===== src/design/mino_pkg.sv =====
package mino_pkg;

   // statistics widths
   localparam int COUNT_BITS = 24;
   localparam int CNT_W      = COUNT_BITS + 1;
   localparam int SUM_W      = 43;
   localparam int SQ_W       = 64;

   // shift-add multiplier and restoring divider widths
   localparam int MUL_W      = 89;
   localparam int PLIER_W    = 43;
   localparam int DIV_W      = 105;
   localparam int DEN_W      = 43;
   localparam int DCNT_W     = 7;
   localparam logic [DCNT_W-1:0] DIV_STEPS = DCNT_W'(DIV_W);

   localparam logic [CNT_W-1:0] COUNT_FULL = CNT_W'(1) << COUNT_BITS;

   // configuration register indexes
   localparam logic [2:0] CSR_PIXEL_OFFSET = 3'd0;
   localparam logic [2:0] CSR_NORMAL_VALUE = 3'd1;
   localparam logic [2:0] CSR_ADD_CONST    = 3'd2;
   localparam logic [2:0] CSR_CUT_OUTSIDE  = 3'd3;
   localparam logic [2:0] CSR_BYTE_PIXELS  = 3'd4;

   typedef enum logic [1:0] {
      FUNC_CLEAR = 2'd0,
      FUNC_ACCUM = 2'd1,
      FUNC_FINAL = 2'd2,
      FUNC_XFORM = 2'd3
   } func_type;

   typedef enum logic [4:0] {
      CMD_NONE,
      CMD_CLEAR,
      CMD_ACC_PREP,
      CMD_ACC_ADD,
      CMD_XPROD,
      CMD_OUT_XFORM,
      CMD_MUL_NSQ,
      CMD_MUL_MAG,
      CMD_DIV_VAR,
      CMD_DIV_AGAIN,
      CMD_SQRT,
      CMD_DIV_MEAN,
      CMD_MEAN_SAVE,
      CMD_MUL_SCALE,
      CMD_DIV_SCALE,
      CMD_SCALE_SAVE,
      CMD_OUT_STATS
   } cmd_type;

   typedef struct packed {
      cmd_type cmd;
      logic    latch;
   } dp_cmd_type;

   typedef struct packed {
      func_type func;
      logic     n_zero;
      logic     empty;
      logic     mul_done;
      logic     div_done;
      logic     sqrt_done;
   } dp_status_type;

endpackage


===== src/design/mino_ctrl.sv =====
module mino_ctrl (
   input  logic                    clock,
   input  logic                    reset,
   input  logic                    req_valid,
   output logic                    req_ready,
   output logic                    rsp_valid,
   input  logic                    rsp_ready,
   input  mino_pkg::dp_status_type status,
   output mino_pkg::dp_cmd_type    ctl
);

   typedef enum logic [15:0] {
      ST_IDLE   = 16'h0001,
      ST_DECODE = 16'h0002,
      ST_ACC    = 16'h0004,
      ST_XOUT   = 16'h0008,
      ST_MULA   = 16'h0010,
      ST_MULB   = 16'h0020,
      ST_DIV1   = 16'h0040,
      ST_DIV2   = 16'h0080,
      ST_SQRT   = 16'h0100,
      ST_DIVM   = 16'h0200,
      ST_SCL    = 16'h0400,
      ST_MULS   = 16'h0800,
      ST_DIVS   = 16'h1000,
      ST_SOUT   = 16'h2000,
      ST_SSAVE  = 16'h4000,
      ST_SPARE  = 16'h8000
   } state_type;

   state_type state_ff, state_in;
   logic      rsp_valid_ff, rsp_valid_in;
   logic      slot_free;
   logic      out_load;

   assign slot_free = !rsp_valid_ff || rsp_ready;
   assign req_ready = (state_ff == ST_IDLE);

   always_comb begin
      state_in  = state_ff;
      ctl.cmd   = mino_pkg::CMD_NONE;
      ctl.latch = req_valid && req_ready;
      out_load  = 1'b0;
      case (state_ff)
         ST_IDLE: begin
            if (req_valid) state_in = ST_DECODE;
         end
         ST_DECODE: begin
            case (status.func)
               mino_pkg::FUNC_CLEAR: begin
                  ctl.cmd  = mino_pkg::CMD_CLEAR;
                  state_in = ST_IDLE;
               end
               mino_pkg::FUNC_ACCUM: begin
                  ctl.cmd  = mino_pkg::CMD_ACC_PREP;
                  state_in = ST_ACC;
               end
               mino_pkg::FUNC_FINAL: begin
                  if (status.n_zero) begin
                     state_in = ST_SOUT;
                  end else begin
                     ctl.cmd  = mino_pkg::CMD_MUL_NSQ;
                     state_in = ST_MULA;
                  end
               end
               default: begin
                  ctl.cmd  = mino_pkg::CMD_XPROD;
                  state_in = ST_XOUT;
               end
            endcase
         end
         ST_ACC: begin
            ctl.cmd  = mino_pkg::CMD_ACC_ADD;
            state_in = ST_IDLE;
         end
         ST_XOUT: begin
            if (slot_free) begin
               ctl.cmd  = mino_pkg::CMD_OUT_XFORM;
               out_load = 1'b1;
               state_in = ST_IDLE;
            end
         end
         ST_MULA: begin
            if (status.mul_done) begin
               ctl.cmd  = mino_pkg::CMD_MUL_MAG;
               state_in = ST_MULB;
            end
         end
         ST_MULB: begin
            if (status.mul_done) begin
               ctl.cmd  = mino_pkg::CMD_DIV_VAR;
               state_in = ST_DIV1;
            end
         end
         ST_DIV1: begin
            if (status.div_done) begin
               ctl.cmd  = mino_pkg::CMD_DIV_AGAIN;
               state_in = ST_DIV2;
            end
         end
         ST_DIV2: begin
            if (status.div_done) begin
               ctl.cmd  = mino_pkg::CMD_SQRT;
               state_in = ST_SQRT;
            end
         end
         ST_SQRT: begin
            if (status.sqrt_done) begin
               ctl.cmd  = mino_pkg::CMD_DIV_MEAN;
               state_in = ST_DIVM;
            end
         end
         ST_DIVM: begin
            if (status.div_done) begin
               ctl.cmd  = mino_pkg::CMD_MEAN_SAVE;
               state_in = status.empty ? ST_SOUT : ST_SCL;
            end
         end
         ST_SCL: begin
            ctl.cmd  = mino_pkg::CMD_MUL_SCALE;
            state_in = ST_MULS;
         end
         ST_MULS: begin
            if (status.mul_done) begin
               ctl.cmd  = mino_pkg::CMD_DIV_SCALE;
               state_in = ST_DIVS;
            end
         end
         ST_DIVS: begin
            if (status.div_done) state_in = ST_SSAVE;
         end
         ST_SSAVE: begin
            ctl.cmd  = mino_pkg::CMD_SCALE_SAVE;
            state_in = ST_SOUT;
         end
         ST_SOUT: begin
            if (slot_free) begin
               ctl.cmd  = mino_pkg::CMD_OUT_STATS;
               out_load = 1'b1;
               state_in = ST_IDLE;
            end
         end
         default: begin
            state_in = ST_IDLE;
         end
      endcase
   end

   assign rsp_valid_in = out_load || (rsp_valid_ff && !rsp_ready);
   assign rsp_valid    = rsp_valid_ff;

   always_ff @(posedge clock) begin
      if (reset) begin
         state_ff     <= ST_IDLE;
         rsp_valid_ff <= 1'b0;
      end else begin
         state_ff     <= state_in;
         rsp_valid_ff <= rsp_valid_in;
      end
   end

endmodule


===== config.mk =====
export PLATFORM = sky130hd
export DESIGN_NAME = mino_ctrl
export DESIGN_NICKNAME = d
export VERILOG_FILES = /design/src/design/mino_pkg.sv /design/src/design/mino_ctrl.sv
export SDC_FILE = /design/constraint.sdc
export NUM_CORES = 1
export LEC_CHECK = 0
export BUFFER_PORTS_ARGS = -buffer_cell sky130_fd_sc_hd__buf_2
export CAP_MARGIN = 20
export CORE_AREA = 2 2 42 64
export DETAILED_ROUTE_END_ITERATION = 10
export DIE_AREA = 0 0 44 66
export PLACE_DENSITY = 0.75
export SLEW_MARGIN = 20
export SYNTH_ARGS = -nofsm -noshare
export SYNTH_HDL_FRONTEND = slang
export SYNTH_SLANG_ARGS = --single-unit
export TNS_END_PERCENT = 50

===== constraint.sdc =====
create_clock -name clock -period 4.4 [get_ports clock]
set_input_delay 0.88 -clock clock [delete_from_list [all_inputs] [get_ports clock]]
set_output_delay 0.88 -clock clock [all_outputs]
set_load 0.01 [all_outputs]

### Yosys cells after proc, flatten, opt, wreduce, memory -nomap -nowiden

Index checks and enable logic that the tools add are counted.

* bits in registers: 17
* input port bits: 11
* latch bits: 0
* memories: 0
* ROM bits: 0
* bits in writable memories: 0
* output and inout port bits: 8
* word-level logic and storage cells: 66

* reduce and logical (&&, ||, !) cells: 9
* add/subtract/negate cells: 0
* multiplexer cells: 28
* equality and inequality tests: 27
* $mul: 0
* shift operators: 0
* div/mod/pow operators: 0
* order comparisons: 0
* bitwise logic cells: 0

Operator list (count)
* case mux 16 bit (13 select lines): 1
* two-way mux 16 bit: 10
* case mux 5 bit (13 select lines): 1
* case mux 14 bit (3 select lines): 1
* two-way mux 14 bit: 2
* two-way mux 4 bit: 6
* inequality test 2 bit, second input constant: 9
* equality test 16 x 1 -> 1 bit, second input constant: 1
* equality test 16 x 10 -> 1 bit, second input constant: 1
* equality test 16 x 11 -> 1 bit, second input constant: 1
* equality test 16 x 12 -> 1 bit, second input constant: 1
* equality test 16 x 13 -> 1 bit, second input constant: 1
* equality test 16 x 14 -> 1 bit, second input constant: 1
* equality test 16 x 15 -> 1 bit, second input constant: 1
* equality test 16 x 2 -> 1 bit, second input constant: 1
* equality test 16 x 3 -> 1 bit, second input constant: 1
* equality test 16 x 4 -> 1 bit, second input constant: 1
* equality test 16 x 5 -> 1 bit, second input constant: 1
* equality test 16 x 6 -> 1 bit, second input constant: 1
* equality test 16 x 7 -> 1 bit, second input constant: 1
* equality test 16 x 8 -> 1 bit, second input constant: 1
* equality test 16 x 9 -> 1 bit, second input constant: 1
* AND reduction 10 bit: 1
* two-way mux 3 bit: 3
* 11 further kinds: 15

### Depth between registers and ports, before layout

Gate-level depths: netlist (run 1).

* depth in word-level cells: 5
* gate-level depth with buffers: 8

### Least setup slack after synthesis (run 1)

No wires, ideal clock.

* path kind: register to output
* start: register state_ff[8]
* end: output ctl[4] (netlist bit)
* stages on the path, launching flop included: 6
* path slack: 1.744 ns
* data required time: 3.520 ns
* arrival: 1.776 ns
* cells stage by stage: dfxtp_1 -> or4_4 -> nor2_1 -> nand2_1 -> or4_1 -> nand4_1

RTL lines
* from (decl): RTL line mino_ctrl.sv:31 `state_type state_ff, state_in;`
* from (signal assigned): RTL line mino_ctrl.sv:157 `state_ff <= state_in;`
* to (decl): RTL line mino_ctrl.sv:9 `output mino_pkg::dp_cmd_type ctl`

==> results of run 1 <==
layout by cell type (no fill, tap or decap), types with 2 or more instances in the layout:
cell type	instances
dfxtp_1	16
or3_1	2
mux2i_1	2
nor4_1	6
nand4_1	8
nand2b_1	2
nor3_1	7
nor4b_1	2
o21ai_0	4
nor2_1	14
a21oi_1	9
inv_1	6
clkbuf_4	3
and4_1	2
or4_4	3
nor3_2	3
nand2_1	12
nor2b_1	5
nand3_1	9
o21ai_1	10
a211oi_1	2
buf_2	18
layout make-up:
class | count | area (um2) | area share
well taps | 24 | 30.0 | 0.0222
inverters | 6 | 22.5 | 0.0166
repair buffers | 19 | 97.6 | 0.0721
flip-flops and latches | 16 | 320 | 0.237
clock buffers | 4 | 36.3 | 0.0268
multi-input cells | 133 | 847 | 0.626
power by group through the flow:
stage               clock network, mW  logic [mW]  registers (mW)
floorplan                           0      0.0745           0.159
global placement                    0       0.107           0.160
detailed placement                  0       0.107           0.161
CTS                             0.105       0.107           0.158
global route                    0.113       0.120           0.160
finish                          0.105       0.109           0.158
worst register-to-register path, cell delays in order, from the launching register on:
cell      delay, ps
dfxtp_1         460
nor4_1          520
and4_1          410
o21ai_0         240
o311ai_1        280
buf_4           290
o21ai_1          80
a21oi_1         160
flip-flops by register name (all words and copies together), names as in the netlist:
name / flops
rsp_valid: 1
state_ff: 15
through the flow:
| stage | instances | cell area [um2] | utilization |
|---|---|---|---|
| 3_3_place_gp | 198 | 1320 | 0.557 |
| 4_1_cts | 202 | 1350 | 0.572 |
| 3_5_place_dp | 198 | 1320 | 0.557 |
| 6_report | 202 | 1350 | 0.572 |
| 2_1_floorplan | 162 | 1240 | - |
| 5_1_grt | 202 | 1350 | 0.572 |
worst max-delay path by stage:
stage                      from      to  slack, ps  depth (start not counted)
global route        state_ff[9]  ctl[2]        980                          7
CTS                 state_ff[9]  ctl[4]       1160                          6
global placement    state_ff[9]  ctl[4]       1500                          6
floorplan           state_ff[8]  ctl[4]       1740                          5
detailed placement  state_ff[9]  ctl[4]       1500                          6
finish              state_ff[9]  ctl[4]       1130                          6
per-layer routing:
metal	wire, um	track usage	share of wire
met1	1450	0.364	0.37
met5	0	0	0
met4	291	0.223	0.074
met3	242	0.0410	0.061
met2	1970	0.494	0.50
logic make-up after synthesis:
logic type / count (synthesis) / synth area share
compound gates: 41 / 0.218
xor+xnor: 2 / 0.0141
buf+inv: 13 / 0.0595
flops: 16 / 0.258
mux: 2 / 0.0161
simple gates: 88 / 0.434
==> summary.txt, run 1 <==
Status = finished clean
Net Switching = 0.129 mW
Crit-path cells = or4_4 > nor2_1 > nand2_1 > or4_1 > nand4_1 > buf_2
Synth unique cells = 55
Critical Path Sink Type = primary output
Initial drt markers = 77
Hold EP = state_ff[8]
Post-synth EDFFs = 0
Power Total = 0.372 mW
Worst-margin pin slew = 755 ps
Fillers = 243
Core Region = 2370 um2
Ranking of synthesized cells by area = dfxtp_1, nor2_1, nand4_1
Share of cells above drive strength 1 = 0.230
Cell internal pwr = 0.243 mW
CTS sink cnt = 16
Hold Path Origin = state_ff[8]
#FFs+latches synth = 16
Ys Warns = 0
Final Critical Period = 3270 ps
Global-route wire length before repair = 6.72 mm
VDD IR-drop max = 143 uV
Top cell type's share of synthesized area = 0.258
Worst r2r dst = state_ff[4]
Slew Limit Fails = 0
Io pins = 19
Max-slew headroom at the worst pin = 0.489
Total number of vias = 1412
Number of vias per cell = 6.99
Final hold violations = 0
H-Tree Depth = 1
Syn Area/Cell = 7.66 um2
Initial antenna violation count = 0
Place WS = 1500 ps
Drt pass-1 iters = 4
Max FO, Critical Path = 6
Clock skew = 7.93 ps
Sequential cell fraction of total power = 0.425
R2R depth = 7
Layout area overhead = 9.07%
Drc violations = 0
Unrepaired setup endpoints after global routing = false
Leakage power figure = 0.535 nW
DIE HEIGHT = 66 um
Top cells by count, synth = dfxtp_1, nor2_1, nand2_1
Largest net degree at the start of global routing = 15
Area of the mapped netlist = 1240 um2
Post-CTS setup buffer count = 0
Clock Tree Buf Depth = 2
Clock network power share = 0.282
Hpwl dp = 3.05 mm
Main synth FF type = dfxtp_1
DR WL/cell = 19.6 um
Worst Path Required = 3520 ps
WHS = 556 ps
CTS tree = yes
Worst EP arrival = 2390 ps
Die width = 44 um
Most frequent cell after synthesis = dfxtp_1
Synth area leader = dfxtp_1
Worst path max stage delay = 580 ps
Worst r2r src = state_ff[7]
Final WS setup = 1130 ps
Post-synthesis instance total = 162
Syn Nets = 173
Port Buffers = 18
Total track usage = 0.309
CTS Hold Bufs = 0
Total grt overflow = 0
Final net count = 190
Starting Density = 0.524
Vias in the first global route = 1410
HP Class = flop to flop
Hold Path Stages = 2
TritonCTS Buffers = 3
Final Wtd Congestion = 0.993
Period Utilization, post-route = 0.744
Highest clock rate = 0.306 GHz
Final setup viols = 0
FF-to-FF setup slack = 1900 ps
Worst-path clk slew = 100 ps
CP startpoint kind = flop
Clk Latency, worst-skew pair = 300 ps
Kind of critical path = flop to primary output
Slowest stage cell, crit path = or4_4
Root Driver = clkbuf_4
Die area = 2900 um2
CTS resizes = 0
Routed Antenna Nets = 0
CP bufs+invs = 1
Diodes inserted = 0
Final WL = 3.95 mm
Gate power share = 0.293
PD cells = 275 nW/um2
Core Rows = 22
Ys async rst share = 0
Max-cap violations = 0
Setup TNS = 0 ps
Sw Ratio = 0.347
CP delay by family, top = simple AND/OR/NAND/NOR gates
Seq/Total Area, Yosys = 0.258
No activity file was read; power rests on OpenSTA's default activity.
==> run 2, diff against run 1 <==
- CORE_AREA: 2 2 42 64 -> 2 2 44 67
- DIE_AREA: 0 0 44 66 -> 0 0 46 69
- PLACE_DENSITY: 0.75 -> 0.71
- clock period: 4.4 -> 2.7 ns (I/O delays scaled with it)
==> run 2 against run 1 <==
  * The flow now finishes with violations (setup timing)
  * Register-to-register slack got worse by 1500 ps
  * Combinational power up 78%
  * Critical endpoint is now ctl[1]
  * Clock-buffer cell count did not move
  * Final cell count grew 8.9%
==> summary.txt, run 2 (synthesis gave the netlist of run 1 again) <==
WHS = 491 ps (-64.2 ps)
Hpwl dp = 2.98 mm (-2.4%)
Drt pass-1 iters = 4 (unchanged)
H-Tree Depth = 1 (unchanged)
Vias in the first global route = 1389 (-1.5%)
Slew Limit Fails = 0 (unchanged)
Port Buffers = 18 (unchanged)
CP bufs+invs = 1 (unchanged)
Hold EP = state_ff[10]
R2R depth = 8 (+1)
Die width = 46 um (+4.5%)
Failing checks = setup timing
Setup TNS = -53.3 ps (-53.3 ps)
HP Class = input port to flop
Max-slew headroom at the worst pin = 0.508 (+0.0189)
Final hold violations = 0 (unchanged)
Final Critical Period = 2720 ps
Worst EP arrival = 2180 ps (-210 ps)
Clock Tree Buf Depth = 2 (unchanged)
Worst r2r dst = state_ff[7]
Drc violations = 0 (unchanged)
Final WS setup = -24.4 ps (-1150 ps)
Most frequent cells in the layout = buf_2, buf_4, nor2_1, dfxtp_1, o21ai_1
Biggest register = state_ff
FF-to-FF setup slack = 370 ps (-1530 ps)
Crit-path cells = or4_4 > nor2_1 > nand4_1 > or2_2 > nand4_1 > buf_2
Core Region = 2590 um2 (+9.4%)
Non-filler cells, final = 220 (+8.9%)
Total grt overflow = 0 (unchanged)
Routed Antenna Nets = 0 (unchanged)
Hold Path Origin = status[3]
Max-cap violations = 0 (unchanged)
Final WL = 4.36 mm (+10%)
Slowest stage cell, crit path = or4_4
TritonCTS Buffers = 3 (unchanged)
Worst-margin pin slew = 727 ps (-28.0 ps)
DIE HEIGHT = 69 um (+4.5%)
CP most frequent cell = nand4_1
Worst Path Required = 2160 ps (-1360 ps)
CP delay by family, top = simple AND/OR/NAND/NOR gates
DR WL/cell = 19.8 um (+1.2%)
Final Util = 0.596 (+0.0243)
Layout area overhead = 24.4%
Final Wtd Congestion = 1.07 (+7.6%)
Final net count = 207 (+8.9%)
Critical Path Sink Type = primary output
Period Utilization, post-route = 1.01
Die area = 3170 um2 (+9.3%)
Io pins = 19 (unchanged)
Highest clock rate = 0.367 GHz
VDD IR-drop max = 240 uV (+67%)
Number of vias per cell = 6.81 (-2.5%)
Clock skew = 2.42 ps (-5.51 ps)
Unrepaired setup endpoints after global routing = true
Status = finished with violations
Total track usage = 0.275 (-0.0337)
Initial antenna violation count = 0 (unchanged)
Share of cells above drive strength 1 = 0.344 (+0.113)
Hold Path Stages = 2 (unchanged)
Initial drt markers = 126 (+64%)
Clk Latency, worst-skew pair = 250 ps (-50 ps)
Leakage power figure = 0.639 nW (+19%)
Kind of critical path = flop to primary output
Starting Density = 0.479 (-0.0451)
Worst r2r src = state_ff[10]
PD cells = 435 nW/um2 (+58%)
CTS sink cnt = 16 (unchanged)
Worst path max stage delay = 600 ps (+20 ps)
Global-route wire length before repair = 6.52 mm (-3.0%)
Root Driver = clkbuf_8
Largest register FFs = 15 (unchanged)
Final setup viols = 3 (+3)
Worst-path clk slew = 70 ps (-30 ps)
CP startpoint kind = flop
Diodes inserted = 0 (unchanged)
Max FO, Critical Path = 4 (-2)
DP Cell Count = 208 (+5.1%)
CTS tree = yes
Total number of vias = 1499 (+6.2%)
Largest net degree at the start of global routing = 15 (unchanged)
Core Rows = 23 (+4.5%)
-- run 2: what timing repair did --
item                                    in CTS  in global routing
pin swaps                                    1                  7
cloned                                       0                  0
endpoints found under the setup margin       4                  4
hold buffers                                 0                  0
buffers inserted                             1                  7
resized for setup                            4                  9
-- run 2: worst max-delay path by stage --
stage	start	endpoint	slack [ps]	cells after the start
global placement	state_ff[8]	ctl[4]	240	6
floorplan	state_ff[8]	ctl[4]	380	5
detailed placement	state_ff[8]	ctl[4]	200	6
finish	state_ff[10]	ctl[1]	-20	6
global route	state_ff[8]	ctl[1]	-80	6
CTS	state_ff[1]	ctl[4]	7	6
-- run 2: final cells by class --
type                       count  area [um2]
clock buffer                   4        55.1
fill                         234        1050
inverter                       6        22.5
multi-input combinational    133         883
sequential                    16         327
tap                           25        31.3
timing repair buffer          36         225
-- run 2: through the flow --
step / total power, mW / cell area (um2) / setup WS (ps)
finish: 0.672 / 1540 / -24.4
global route: 0.704 / 1540 / -85.0
CTS: 0.653 / 1460 / 7.00
detailed placement: 0.434 / 1390 / 203
global placement: 0.431 / 1390 / 238
floorplan: 0.380 / 1240 / 384
-- run 2: report_power, final --
part	total [mW]	switching (mW)	internal (mW)
registers	0.259	0.0160	0.243
clock network	0.219	0.0895	0.130
logic	0.194	0.110	0.0836
total	0.672	0.216	0.456
-- run 2: routing by layer --
metal  global-route usage  up-vias  wire length (um)
li1                     -      686                 -
met1                0.326      678              1590
met2                0.426      100              2090
met3               0.0393       35               338
met4                0.194        0               333
met5                    0        -                 0
==> run 3, diff against run 2 <==
- CTS_BUF_LIST: not set -> sky130_fd_sc_hd__clkbuf_8 sky130_fd_sc_hd__clkbuf_16
- REMOVE_ABC_BUFFERS: not set -> 1
==> run 3 against run 2 <==
  * The run still ends with setup timing left
  * First-iteration DRC count down 30%
  * Combinational power down 7%
  * Die area unchanged
  * Maximum frequency up 0.36%
  * Critical path depth up 2
==> summary.txt, run 3 (synthesis gave the netlist of run 1 again) <==
Drc violations = 0 (unchanged)
Hold EP = state_ff[10]
Initial drt markers = 88 (-30%)
Final Critical Period = 2710 ps (-9.88 ps)
Io pins = 19 (unchanged)
Status = finished with violations
CP bufs+invs = 2 (+1)
Final Util = 0.598 (+0.00193)
Dpl cell area = 1370 um2 (-1.1%)
Kind of critical path = flop to primary output
Max FO, Critical Path = 4 (unchanged)
Root Driver = clkbuf_8
Final WS setup = -14.6 ps (+9.88 ps)
CTS Hold Bufs = 0 (unchanged)
Clock skew = 3.06 ps (+0.641 ps)
Routing usage on met3 = 0.0340 (-0.00524)
Layout area overhead = 24.8%
DR WL/cell = 18.9 um (-4.7%)
R2R depth = 6 (-2)
Worst-margin pin slew = 629 ps (-98.2 ps)
Port Buffers = 18 (unchanged)
Number of vias per cell = 6.77 (-0.59%)
DP Cell Count = 206 (-0.96%)
Vias in the first global route = 1391 (+0.14%)
Share of cells above drive strength 1 = 0.361 (+0.0177)
Die area = 3170 um2 (unchanged)
Setup TNS = -19.5 ps (+33.9 ps)
Max-slew headroom at the worst pin = 0.580 (+0.0716)
CP delay by family, top = simple AND/OR/NAND/NOR gates
Worst EP arrival = 2170 ps (about the same)
Diodes inserted = 0 (unchanged)
Fin area = 1550 um2 (+0.32%)
Final hold violations = 0 (unchanged)
TritonCTS Buffers = 3 (unchanged)
Most common cell after layout, fill and taps aside = buf_2
Highest clock rate = 0.368 GHz (+0.36%)
Max-cap violations = 0 (unchanged)
FF-to-FF setup slack = 420 ps (+50 ps)
Hold Path Origin = status[3]
Clk Latency, worst-skew pair = 250 ps (about the same)
Final setup viols = 2 (-1)
Worst r2r dst = state_ff[4]
Biggest register = state_ff
Worst Path Required = 2160 ps (about the same)
Non-filler cells, final = 216 (-1.8%)
Final Wtd Congestion = 0.944 (-12%)
Total grt overflow = 0 (unchanged)
Largest net degree at the start of global routing = 15 (unchanged)
CP startpoint kind = flop
Global-route wire length before repair = 6.56 mm (+0.54%)
Final WL = 4.07 mm (-6.5%)
Unrepaired setup endpoints after global routing = true
Crit-path cells = or4_4 > buf_6 > nor2_4 > nand4b_1 > nand2_2 > a311oi_2 > nand4_1 > buf_2
Routed Antenna Nets = 0 (unchanged)
Core Region = 2590 um2 (unchanged)
Largest register FFs = 15 (unchanged)
HP Class = input port to flop
CTS sink cnt = 16 (unchanged)
CTS tree = yes
Slowest stage cell, crit path = or4_4
Failing checks = setup timing
Final net count = 204 (-1.4%)
DIE HEIGHT = 69 um (unchanged)
Worst-path clk slew = 60 ps (about the same)
VDD IR-drop max = 421 uV (+75%)
Hpwl dp = 2.87 mm (-3.8%)
Initial antenna violation count = 0 (unchanged)
Worst path max stage delay = 590 ps (about the same)
Worst r2r src = state_ff[3]
Total number of vias = 1463 (-2.4%)
Critical Path Sink Type = primary output
Worst setup startpoint = state_ff[9]
Hold Path Stages = 2 (unchanged)
Grt met1 use = 0.346 (+0.0199)
Die width = 46 um (unchanged)
Slew Limit Fails = 0 (unchanged)
PD cells = 400 nW/um2 (-8.2%)
Leakage power figure = 0.625 nW (-2.1%)
Total track usage = 0.271 (-0.00374)
Period Utilization, post-route = 1.01 (-0.00366)
Clock Tree Buf Depth = 2 (unchanged)
Most frequent cells in the layout = buf_2, buf_4, dfxtp_1
Drt pass-1 iters = 4 (unchanged)
GR peak layer = met2
Core Rows = 23 (unchanged)
M2 GR Usage = 0.415 (-0.0108)
Starting Density = 0.479 (unchanged)
H-Tree Depth = 1 (unchanged)
-- run 3: layer usage --
metal	wire length [um]	vias up
li1	-	683
met5	0	-
met2	2130	84
met3	267	16
met4	133	0
met1	1550	680
-- run 3: worst max-delay path by stage --
stage,endpoint,slack (ps),cells after the start
floorplan,ctl[4],380,5
global placement,state_ff[3],210,7
detailed placement,state_ff[3],200,6
CTS,ctl[4],7,6
global route,ctl[4],-90,8
finish,ctl[1],-10,8
-- run 3: repair_timing --
action | 4_1_cts | 5_1_grt
pin swaps | 3 | 11
resized for setup | 3 | 19
setup endpoints to repair | 4 | 11
hold endpoints to repair | 0 | 0
buffers inserted | 4 | 3
-- run 3: area by class of cell --
type                    instances  area [um2]
multi-input cells             133         918
repair buffers                 33         206
inverters                       6        22.5
well taps                      25        31.3
flip-flops and latches         16         329
fillers                       246        1040
clock buffers                   3        41.3
-- run 3: through the flow --
step / hold WS, ps / total power, mW / setup WS [ps]
2_1_floorplan: 496 / 0.374 / 384
3_3_place_gp: 502 / 0.432 / 209
3_5_place_dp: 505 / 0.433 / 198
4_1_cts: 465 / 0.611 / 7.17
5_1_grt: 479 / 0.652 / -92.6
6_report: 466 / 0.619 / -14.6
-- run 3: power by group --
| part | switching (mW) | total, mW | internal (mW) |
|---|---|---|---|
| logic | 0.106 | 0.181 | 0.0751 |
| clock network | 0.0806 | 0.180 | 0.0990 |
| registers | 0.0169 | 0.258 | 0.242 |
| total | 0.203 | 0.619 | 0.416 |
